$ cat config.mk
export PLATFORM = sky130hd
export DESIGN_NAME = dual_serial_controller_registers_top_flat
export DESIGN_NICKNAME = d
export VERILOG_FILES = /design/src/rtl/dscr_pkg.sv /design/src/rtl/dscr_req_if.sv /design/src/rtl/dscr_rsp_if.sv /design/src/rtl/dscr_ram.sv /design/src/rtl/dual_serial_controller_registers_top.sv /design/src/flat_wrapper.sv
export SDC_FILE = /design/constraint.sdc
export NUM_CORES = 1
export LEC_CHECK = 0
export ABC_AREA = 1
export BUFFER_PORTS_ARGS = -buffer_cell sky130_fd_sc_hd__buf_2
export CAP_MARGIN = 40
export CORE_MARGIN = 2
export CORE_UTILIZATION = 63
export DETAILED_ROUTE_END_ITERATION = 6
export GPL_TIMING_DRIVEN = 0
export PLACE_DENSITY_LB_ADDON = 0.15
export SYNTH_ARGS = -nofsm -noshare
export SYNTH_HDL_FRONTEND = slang
export SYNTH_SLANG_ARGS = --single-unit
export TNS_END_PERCENT = 30
$ cat constraint.sdc
create_clock -name clk -period 3.1 [get_ports clk]
set_clock_uncertainty 0.2 [all_clocks]
set_input_delay 0.62 -clock clk [delete_from_list [all_inputs] [get_ports clk]]
set_output_delay 0.62 -clock clk [all_outputs]
set_load 0.02 [all_outputs]
$ cat src/rtl/dscr_pkg.sv
package dscr_pkg;

    typedef enum logic [2:0] {
        KIND_CMD_READ  = 3'd0,
        KIND_DATA_READ = 3'd1,
        KIND_CMD_WRITE = 3'd2,
        KIND_DATA_WRITE = 3'd3,
        KIND_RX_BYTE   = 3'd4
    } kind_t;

    // Register pointer values that hold state other logic looks at
    localparam logic [3:0] PTR_WR0  = 4'd0;
    localparam logic [3:0] PTR_WR3  = 4'd3;
    localparam logic [3:0] PTR_WR14 = 4'd14;

    // Character length codes in WR3 bits 7:6
    localparam logic [1:0] LEN_5 = 2'b00;
    localparam logic [1:0] LEN_7 = 2'b01;
    localparam logic [1:0] LEN_6 = 2'b10;

    localparam logic [7:0] WR0_KEEP_MASK = 8'hf0;
    localparam logic [7:0] RR0_BASE      = 8'h04;
    localparam int unsigned NUM_CHANNELS = 2;

    // Per-channel state kept in one memory word
    typedef struct packed {
        logic [7:0] wr0;
        logic [1:0] wr3_len;
        logic       loopback;
        logic       rx_avail;
        logic [7:0] rx_latch;
    } chan_state_t;

endpackage

$ cat src/rtl/dscr_req_if.sv
interface dscr_req_if;
    logic       valid;
    logic       ready;
    logic [2:0] kind;
    logic       channel;
    logic [7:0] value;
    logic       serial_inhibit;

    modport source (output valid, output kind, output channel, output value,
                    output serial_inhibit, input ready);
    modport sink (input valid, input kind, input channel, input value,
                  input serial_inhibit, output ready);
endinterface

$ cat src/rtl/dscr_rsp_if.sv
interface dscr_rsp_if;
    logic       valid;
    logic       ready;
    logic [7:0] read_data;
    logic       tx_valid;
    logic [6:0] tx_char;

    modport source (output valid, output read_data, output tx_valid, output tx_char,
                    input ready);
    modport sink (input valid, input read_data, input tx_valid, input tx_char,
                  output ready);
endinterface

$ cat src/rtl/dscr_ram.sv
module dscr_ram #(
    parameter int WIDTH = 8,
    parameter int DEPTH = 2
) (
    input  logic                     clk,
    input  logic                     re,
    input  logic [$clog2(DEPTH)-1:0] raddr,
    output logic [WIDTH-1:0]         rdata,
    input  logic                     we,
    input  logic [$clog2(DEPTH)-1:0] waddr,
    input  logic [WIDTH-1:0]         wdata
);

    logic [WIDTH-1:0] mem [DEPTH];

    always_ff @(posedge clk)
    begin
        if (we)
        begin
            mem[waddr] <= wdata;
        end
        if (re)
        begin
            rdata <= mem[raddr];
        end
    end

endmodule

$ cat src/rtl/dual_serial_controller_registers_top.sv
// Channel | Dir | Payload                                | Transaction
// req     | in  | kind, channel, value, serial_inhibit   | valid && ready
// rsp     | out | read_data, tx_valid, tx_char           | valid && ready
//
// One transaction per cycle sustained while rsp is ready. The read stage
// reads the channel's state word from a two-entry RAM; the update stage
// modifies it, writes it back and loads the output register. Back-to-back
// accesses to one channel take the written word from a bypass register.
// Reset clears the entry valid bits; an unwritten entry reads as zero.
// A stalled rsp holds the output register and the update stage, then req.
module dual_serial_controller_registers_top
    import dscr_pkg::*;
(
    input  logic       clk,
    input  logic       rst_n,
    dscr_req_if.sink   req,
    dscr_rsp_if.source rsp
);

    localparam int SW = $bits(chan_state_t);

    logic              s1_valid_reg;
    logic [2:0]        s1_kind_reg;
    logic              s1_ch_reg;
    logic [7:0]        s1_value_reg;
    logic              s1_inhibit_reg;
    logic              rd_valid_reg;
    logic              fwd_hit_reg;
    chan_state_t       fwd_state_reg;
    logic [NUM_CHANNELS-1:0] ent_valid_reg;

    logic              out_valid_reg;
    logic [7:0]        rd_data_reg;
    logic              tx_valid_reg;
    logic [6:0]        tx_char_reg;

    logic              in_fire;
    logic              s1_advance;
    logic              commit;
    logic [SW-1:0]     ram_rdata;
    chan_state_t       cur;
    chan_state_t       nxt;
    logic [3:0]        ptr;
    logic [7:0]        len_mask;
    logic [7:0]        rd;
    logic              txv;
    logic [6:0]        txc;

    assign s1_advance = !out_valid_reg || rsp.ready;
    assign commit     = s1_valid_reg && s1_advance;
    assign req.ready  = !s1_valid_reg || s1_advance;
    assign in_fire    = req.valid && req.ready;

    dscr_ram #(
        .WIDTH (SW),
        .DEPTH (NUM_CHANNELS)
    ) u_state_ram (
        .clk   (clk),
        .re    (in_fire),
        .raddr (req.channel),
        .rdata (ram_rdata),
        .we    (commit),
        .waddr (s1_ch_reg),
        .wdata (nxt)
    );

    always_comb
    begin
        if (fwd_hit_reg)
        begin
            cur = fwd_state_reg;
        end
        else if (rd_valid_reg)
        begin
            cur = chan_state_t'(ram_rdata);
        end
        else
        begin
            cur = '0;
        end
    end

    // Pointer is WR0[2:0], plus 8 when WR0[5:3] is 001
    assign ptr = {(cur.wr0[5:3] == 3'b001), cur.wr0[2:0]};

    always_comb
    begin
        case (cur.wr3_len)
            LEN_5:   len_mask = 8'h1f;
            LEN_7:   len_mask = 8'h7f;
            LEN_6:   len_mask = 8'h3f;
            default: len_mask = 8'hff;
        endcase
    end

    always_comb
    begin
        nxt = cur;
        rd  = '0;
        txv = 1'b0;
        txc = '0;
        case (s1_kind_reg)
            KIND_CMD_READ:
            begin
                nxt.wr0 = cur.wr0 & WR0_KEEP_MASK;
                if (ptr == PTR_WR0)
                begin
                    rd = RR0_BASE | {7'd0, cur.rx_avail};
                end
            end
            KIND_DATA_READ:
            begin
                if (cur.rx_avail)
                begin
                    nxt.rx_avail = 1'b0;
                    rd           = cur.rx_latch;
                end
            end
            KIND_CMD_WRITE:
            begin
                nxt.wr0 = cur.wr0 & WR0_KEEP_MASK;
                if (!(ptr == PTR_WR0 && s1_value_reg == 8'd0))
                begin
                    if (ptr == PTR_WR0)
                    begin
                        nxt.wr0 = s1_value_reg;
                    end
                    if (ptr == PTR_WR3)
                    begin
                        nxt.wr3_len = s1_value_reg[7:6];
                    end
                    if (ptr == PTR_WR14)
                    begin
                        nxt.loopback = s1_value_reg[4];
                    end
                end
            end
            KIND_DATA_WRITE:
            begin
                if (cur.loopback)
                begin
                    nxt.rx_latch = s1_value_reg & len_mask;
                    nxt.rx_avail = 1'b1;
                end
                else if (!s1_inhibit_reg)
                begin
                    txv = 1'b1;
                    txc = s1_value_reg[6:0];
                end
            end
            KIND_RX_BYTE:
            begin
                if (!cur.loopback && !s1_inhibit_reg)
                begin
                    nxt.rx_latch = s1_value_reg;
                    nxt.rx_avail = 1'b1;
                end
            end
            default:
            begin
                nxt = cur;
            end
        endcase
    end

    always_ff @(posedge clk or negedge rst_n)
    begin
        if (!rst_n)
        begin
            s1_valid_reg  <= 1'b0;
            rd_valid_reg  <= 1'b0;
            fwd_hit_reg   <= 1'b0;
            ent_valid_reg <= '0;
            out_valid_reg <= 1'b0;
        end
        else
        begin
            if (in_fire)
            begin
                s1_valid_reg <= 1'b1;
                rd_valid_reg <= ent_valid_reg[req.channel];
                // Bypass the word written on the same edge as this read
                fwd_hit_reg  <= commit && (s1_ch_reg == req.channel);
            end
            else if (commit)
            begin
                s1_valid_reg <= 1'b0;
            end
            if (commit)
            begin
                ent_valid_reg[s1_ch_reg] <= 1'b1;
                out_valid_reg            <= 1'b1;
            end
            else if (rsp.ready)
            begin
                out_valid_reg <= 1'b0;
            end
        end
    end

    always_ff @(posedge clk)
    begin
        if (in_fire)
        begin
            s1_kind_reg    <= req.kind;
            s1_ch_reg      <= req.channel;
            s1_value_reg   <= req.value;
            s1_inhibit_reg <= req.serial_inhibit;
        end
        if (commit)
        begin
            fwd_state_reg <= nxt;
            rd_data_reg   <= rd;
            tx_valid_reg  <= txv;
            tx_char_reg   <= txc;
        end
    end

    assign rsp.valid     = out_valid_reg;
    assign rsp.read_data = rd_data_reg;
    assign rsp.tx_valid  = tx_valid_reg;
    assign rsp.tx_char   = tx_char_reg;

endmodule

$ cat src/flat_wrapper.sv
// flat-port wrapper written by rule: the top's interface ports become plain ports
module dual_serial_controller_registers_top_flat import dscr_pkg::*;
  (clk, rst_n, req_valid, req_kind, req_channel, req_value, req_serial_inhibit, req_ready, rsp_valid, rsp_read_data, rsp_tx_valid, rsp_tx_char, rsp_ready);
  dscr_req_if req_i ();
  dscr_rsp_if rsp_i ();
  input  logic clk;
  input  logic rst_n;
  input wire logic [$bits(req_i.valid)-1:0] req_valid;
  input wire logic [$bits(req_i.kind)-1:0] req_kind;
  input wire logic [$bits(req_i.channel)-1:0] req_channel;
  input wire logic [$bits(req_i.value)-1:0] req_value;
  input wire logic [$bits(req_i.serial_inhibit)-1:0] req_serial_inhibit;
  output wire logic [$bits(req_i.ready)-1:0] req_ready;
  output wire logic [$bits(rsp_i.valid)-1:0] rsp_valid;
  output wire logic [$bits(rsp_i.read_data)-1:0] rsp_read_data;
  output wire logic [$bits(rsp_i.tx_valid)-1:0] rsp_tx_valid;
  output wire logic [$bits(rsp_i.tx_char)-1:0] rsp_tx_char;
  input wire logic [$bits(rsp_i.ready)-1:0] rsp_ready;
  assign req_i.valid = req_valid;
  assign req_i.kind = req_kind;
  assign req_i.channel = req_channel;
  assign req_i.value = req_value;
  assign req_i.serial_inhibit = req_serial_inhibit;
  assign req_ready = req_i.ready;
  assign rsp_valid = rsp_i.valid;
  assign rsp_read_data = rsp_i.read_data;
  assign rsp_tx_valid = rsp_i.tx_valid;
  assign rsp_tx_char = rsp_i.tx_char;
  assign rsp_i.ready = rsp_ready;
  dual_serial_controller_registers_top u_core (.clk(clk), .rst_n(rst_n), .req(req_i), .rsp(rsp_i));
endmodule
==> results of run 1 <==
==> power by group through the flow <==
stage                     clock (W)  sequential, W  combinational (W)
after floorplan                   0        0.00194           0.000311
after global placement            0        0.00192           0.000472
after detailed placement          0        0.00192           0.000522
after CTS                  0.000856        0.00189           0.000528
after global routing       0.000911        0.00190           0.000578
final                      0.000841        0.00189           0.000522
==> per-stage QoR <==
| step | std cells | util, % | hold slack [ps] | cell area (µm²) | setup slack (ps) |
|---|---|---|---|---|---|
| 2_1_floorplan | 309 | - | 124 | 4290 | 859 |
| 3_3_place_gp | 423 | 68.3 | 245 | 4560 | 103 |
| 3_5_place_dp | 427 | 69.7 | 254 | 4650 | 786 |
| 4_1_cts | 444 | 72.8 | 210 | 4860 | 1060 |
| 5_1_grt | 444 | 72.8 | 206 | 4860 | 909 |
| 6_report | 444 | 72.8 | 227 | 4860 | 1050 |
==> worst max-delay path: cells and delay by family (launching register included) <==
family	cells	cell delay (ps)
AO/OA/AOI/OAI	1	360
buffers and inverters	2	230
AND/OR/NAND/NOR	5	580
flip-flops	1	440
==> cells in the final DEF (no fill, tap or decap), types with 3 or more instances in the layout <==
| cell | instances |
|---|---|
| a22oi_1 | 9 |
| buf_2 | 38 |
| buf_6 | 3 |
| clkbuf_8 | 9 |
| dfrtp_1 | 6 |
| edfxtp_1 | 101 |
| inv_1 | 26 |
| mux2_2 | 18 |
| nand2_1 | 48 |
| nand2_2 | 6 |
| nand3_1 | 15 |
| nand4_1 | 3 |
| nor2_1 | 26 |
| nor2_2 | 5 |
| o21ai_0 | 10 |
| o21ai_1 | 4 |
| o21ai_2 | 4 |
==> worst min-delay path by stage <==
stage                     slack, ps    startpoint                 endpoint
after detailed placement        250         rst_n  u_core.ent_valid_reg[1]
after global routing            210  req_value[2]   u_core.s1_value_reg[2]
after floorplan                 120         rst_n  u_core.ent_valid_reg[0]
after global placement          250         rst_n  u_core.ent_valid_reg[1]
after CTS                       210  req_value[2]   u_core.s1_value_reg[2]
final                           230  req_value[2]   u_core.s1_value_reg[2]
==> metal layers <==
layer | vias up | global-route usage [%] | share of wire [%]
li1 | 1201 | - | -
met1 | 1164 | 33.3 | 43
met2 | 94 | 36.0 | 49
met3 | 7 | 4.95 | 6.9
met4 | 0 | 8.66 | 1.0
met5 | - | 0 | 0
==> layout make-up <==
cell class / count / area share [%]
clock inverters: 7 / 1.57
multi-input cells: 166 / 19.6
well taps: 80 / 2.06
plain buffers: 8 / 1.18
clock buffers: 9 / 2.55
inverters: 28 / 2.16
flip-flops and latches: 107 / 65.4
repair buffers: 39 / 5.45
==> repair_timing <==
item | 4_1_cts | 5_1_grt
endpoints found under the hold margin | 6 | 0
hold buffers | 1 | 0
gates resized for setup | 0 | 0
==> cell families after synthesis <==
kind of cell	synth area share [%]
AOI/OAI and AO/OA	5.16
buffers and inverters	3.79
and+or+nand+nor	12.2
DFF	74.1
muxes	4.72
==> impl_metrics.tcl, run 1 <==
set metrics [dict create \
    status "finished clean" \
    multi_input_area_um2 953 \
    worstReg2RegEnd "u_core.fwd_state_reg[10]" \
    total_power_w 0.00325 \
    start_util_pct 64.3 \
    relSlewSlack_pct 47.9 \
    yosysSeqAreaShare_pct 74.1 \
    grt.total_usage_pct 23.3 \
    fmax_mhz 488 \
    comb_power_share_pct 16.1 \
    dieWidth_um 86.6 \
    clock-root-buffer "clkbuf_8" \
    drtIter0Drc 209 \
    num_vias 2466 \
    post_drt_via_cell_ratio 5.55 \
    port_buffers 34 \
    largest_reg_flops 36 \
    dieArea_um2 7490 \
    cts_setup_buffers 0 \
    crit_type "flip-flop to flip-flop" \
    regArea_um2 3180 \
    synth_flop_cell "edfxtp_1" \
    crit_required_ps 3040 \
    cp-start-kind "flip-flop" \
    core_um2 6680 \
    chipHeight_um 86.6 \
    sequentialPowerShare_pct 58.1 \
    finalHoldViolCount 0 \
    async_reset_ff_share_pct 5.61 \
    hp-class "primary input to flip-flop" \
    n_antenna_cell 0 \
    crit_end "u_core.fwd_state_reg[10]" \
    cts_tree "built" \
    yosysMostFrequentCell "edfxtp_1" \
    antenna_found_initial 0 \
    grt_pass1_wl_mm 12.7 \
    clk_pin_slew_worst_paths_ps 100 \
    p_switching_w 0.000871 \
    synthesis.nets 326 \
    io_pins 35 \
    areaGrowthSynthToFinish_pct 13.3 \
    insertion_delay_ps 370 \
    maxCapViolations 0 \
    power.leakage_nw 1.89 \
    synth.cell_area_um2 4290 \
    vdd_ir_drop_max_mv 0.343 \
    overflow 0 \
    fin_crit_ps 2050 \
    critPathSlowestCell "dfrtp_1" \
    cts_max_path_buffers 2 \
    firstDrtPassIters 4 \
    num_rows 30 \
    hold_depth 1 \
    routed_wl_mm 7.89 \
    fillers 432 \
    synth_top_area_cell "edfxtp_1" \
    worst-path-max-fanout 10 \
    drc 0 \
    cts_inserted_buffers 9 \
    report.final.slew_viol_count 0 \
    finalCritPeriodShare_pct 66.1 \
    rr_worst_depth 8 \
    worstMarginPinSlew_ps 780 \
    p_sw_share_pct 26.8 \
    synth.distinct_cells 30 \
    grt_setup_unrepaired "no" \
    wire_per_inst_um 17.8 \
    grt_max_degree 20 \
    gp_congestion 0.850 \
    syn_inst 309 \
    power_frac_clock_pct 25.9 \
    dp_hpwl_mm 5.38 \
    postSynthAreaPerCell_um2 13.9 \
    power_density_nw_per_um2 668 \
    internal_power_w 0.00238 \
    first_global_vias 2553 \
    timing.rr.start "u_core.fwd_hit_reg" \
    synth-seq-cells 107 \
    crit_chain "buf_6 -> inv_2 -> nand3_1 -> nand2_1 -> nand2_1 -> nor2_1 -> nand3_1 -> o21ai_0" \
    synth_area_leaders "edfxtp_1 (71%), mux2_2 (4.7%), nand2_1 (4.2%)" \
    crit_arrival_ps 1990 \
    cp-end-kind "flip-flop" \
    fin_tns_setup_ps 0 \
    synth.top_cell.area_share_pct 70.6 \
    synth_common_cells "edfxtp_1 (101), nand2_1 (48), nor2_1 (28)" \
    final_antenna_net_count 0 \
    fin_nets 376 \
    r2r_slack_ps 1050 \
    synth-edff-count 101 \
    setup_viol 0 \
    max_stage_delay_ps 440 \
    drive_gt1_share_pct 28.3 \
    cts_htree_levels 3 \
    ys_warn_count 0 \
    cts.sinks 107 \
    critPathLaunch "u_core.fwd_hit_reg" \
]
No activity file was read; power rests on OpenSTA's default activity.
==> run 2: changes to the inputs <==
--- a/config.mk
+++ b/config.mk
@@ -9,7 +9,7 @@
 export BUFFER_PORTS_ARGS = -buffer_cell sky130_fd_sc_hd__buf_2
 export CAP_MARGIN = 40
 export CORE_MARGIN = 2
-export CORE_UTILIZATION = 63
+export CORE_UTILIZATION = 59
 export DETAILED_ROUTE_END_ITERATION = 6
 export GPL_TIMING_DRIVEN = 0
 export PLACE_DENSITY_LB_ADDON = 0.15
==> constraint.sdc (replaced) <==
create_clock -name clk -period 1.92 [get_ports clk]
set_clock_uncertainty 0.2 [all_clocks]
set_input_delay 0.384 -clock clk [delete_from_list [all_inputs] [get_ports clk]]
set_output_delay 0.384 -clock clk [all_outputs]
set_load 0.02 [all_outputs]
==> run 2 against run 1 <==
Against the previous run:
- combinational power rose by 81%
- critical path depth stayed put
- register-to-register slack worse by 1000 ps
- cell count up 7.9%
- non-clock buffer count up 15
- first-iteration DRC count grew 2.9%
- critical path type unchanged
- largest cell class unchanged
- highest routed layer unchanged
==> impl_metrics.tcl, run 2 (synthesized netlist as in run 1, its figures left out) <==
set metrics [dict create \
    final_common_cell "edfxtp_1" \
    finalCritPeriodShare_pct 98.7 \
    crit_chain "buf_6 -> inv_2 -> nand3_1 -> nand2_1 -> nor2_2 -> nand4_1 -> o21bai_1 -> nand2_1" \
    cts_max_path_buffers 2 \
    grt_pass1_wl_mm 12.9 \
    fmax_mhz 528 \
    critPathLaunch "u_core.fwd_hit_reg" \
    crit_top_cell "nand2_1" \
    dp_hpwl_mm 5.35 \
    largest_reg_flops 36 \
    num_vias 2584 \
    gp_congestion 0.787 \
    clk_pin_slew_worst_paths_ps 100 \
    fin_crit_ps 1900 \
    port_buffers 34 \
    areaGrowthSynthToFinish_pct 20.5 \
    cts_htree_levels 3 \
    finalHoldViolCount 0 \
    dpl_cell_area_um2 4670 \
    total_power_w 0.00552 \
    status "finished clean" \
    worst-path-max-fanout 10 \
    drtIter0Drc 215 \
    grt_setup_unrepaired "yes" \
    report.final.slew_viol_count 0 \
    first_global_vias 2544 \
    holdWs_ps 69.6 \
    vdd_ir_drop_max_mv 0.596 \
    setup_viol 0 \
    wire_per_inst_um 17.8 \
    cp-end-kind "flip-flop" \
    firstDrtPassIters 5 \
    core_um2 7140 \
    clock-root-buffer "clkbuf_8" \
    post-route-util_pct 72.5 \
    post-route-cell-area_um2 5170 \
    cts_inserted_buffers 9 \
    chipHeight_um 89.3 \
    timing.rr.start "u_core.fwd_hit_reg" \
    relSlewSlack_pct 64.0 \
    crit_arrival_ps 1810 \
    cts.sinks 107 \
    r2r_slack_ps 20 \
    worstMarginPinSlew_ps 541 \
    antenna_found_initial 0 \
    worstHoldStart "req_channel" \
    dp.cells 445 \
    mostFrequentLayoutCells "edfxtp_1 (101), nand2_1 (45), buf_2 (37), nor2_1 (25), inv_1 (24)" \
    cp-start-kind "flip-flop" \
    post_drt_via_cell_ratio 5.39 \
    critPathSlowestCell "dfrtp_2" \
    overflow 0 \
    start_util_pct 60.2 \
    num_rows 31 \
    crit_type "flip-flop to flip-flop" \
    drc 0 \
    power_density_nw_per_um2 1070 \
    final_antenna_net_count 0 \
    cts_tree "built" \
    fin_nets 392 \
    drive_gt1_share_pct 32.6 \
    dieArea_um2 7980 \
    n_antenna_cell 0 \
    rr_worst_depth 8 \
    insertion_delay_ps 370 \
    hp-class "primary input to flip-flop" \
    layout.cells.non_filler 479 \
    crit_required_ps 1830 \
    dieWidth_um 89.3 \
    max_stage_delay_ps 410 \
    grt_max_degree 20 \
    worstReg2RegEnd "u_core.fwd_state_reg[16]" \
    routed_wl_mm 8.53 \
    grt.total_usage_pct 23.1 \
    maxCapViolations 0 \
    power.leakage_nw 1.98 \
    crit_end "u_core.fwd_state_reg[16]" \
    io_pins 35 \
]
-- run 2: layer usage --
| layer | global-route usage [%] | share of wire [%] | wire [µm] |
|---|---|---|---|
| met1 | 31.0 | 43 | 3670 |
| met2 | 37.4 | 50 | 4260 |
| met3 | 4.25 | 5.5 | 472 |
| met4 | 9.91 | 1.4 | 122 |
| met5 | 0 | 0 | 0 |
-- run 2: through the flow --
step                      TNS, ps  setup slack (ps)
after floorplan             -8530              -164
after global placement     -53290              -839
after detailed placement   -13480              -407
after CTS                       0             0.871
after global routing        -2360             -83.0
final                           0              24.4
-- run 2: repair_timing --
action,CTS,global route
pin swaps,0,2
buffers inserted,0,4
endpoints found under the setup margin,70,112
hold endpoints to repair,17,1
cloned,1,0
hold buffers,12,1
resized for setup,8,21
-- run 2: power by group --
group          total, W  internal, W  switching [W]
registers       0.00305      0.00295       0.000100
clock network   0.00152     0.000746       0.000778
logic          0.000945     0.000337       0.000608
total           0.00552      0.00404        0.00149
-- run 2: critical path: cells and delay by family (launching register included) --
family                 cells  cell delay (ps)
and+or+nand+nor            5              620
DFF                        1              410
buffers and inverters      2              210
AOI/OAI and AO/OA          1              190
-- run 2: cell type report --
| class | count | area [µm²] |
|---|---|---|
| Inverter | 28 | 113 |
| Timing Repair inverter | 1 | 7.51 |
| Buffer | 8 | 63.8 |
| Sequential cell | 107 | 3190 |
| Tap cell | 99 | 124 |
| Timing Repair Buffer | 54 | 425 |
| Multi-Input combinational cell | 166 | 1030 |
| Clock inverter | 7 | 98.8 |
| Clock buffer | 9 | 124 |
| Fill cell | 490 | 1960 |
-- run 2: worst min path at each step --
stage                                    endpoint  slack (ps)  cells after the start
after floorplan           u_core.ent_valid_reg[0]        -110                      0
after global placement    u_core.ent_valid_reg[1]           8                      1
after detailed placement  u_core.ent_valid_reg[1]          10                      1
after CTS                   u_core.s1_kind_reg[1]           1                      1
after global routing             u_core.s1_ch_reg          80                      1
final                            u_core.s1_ch_reg          70                      1
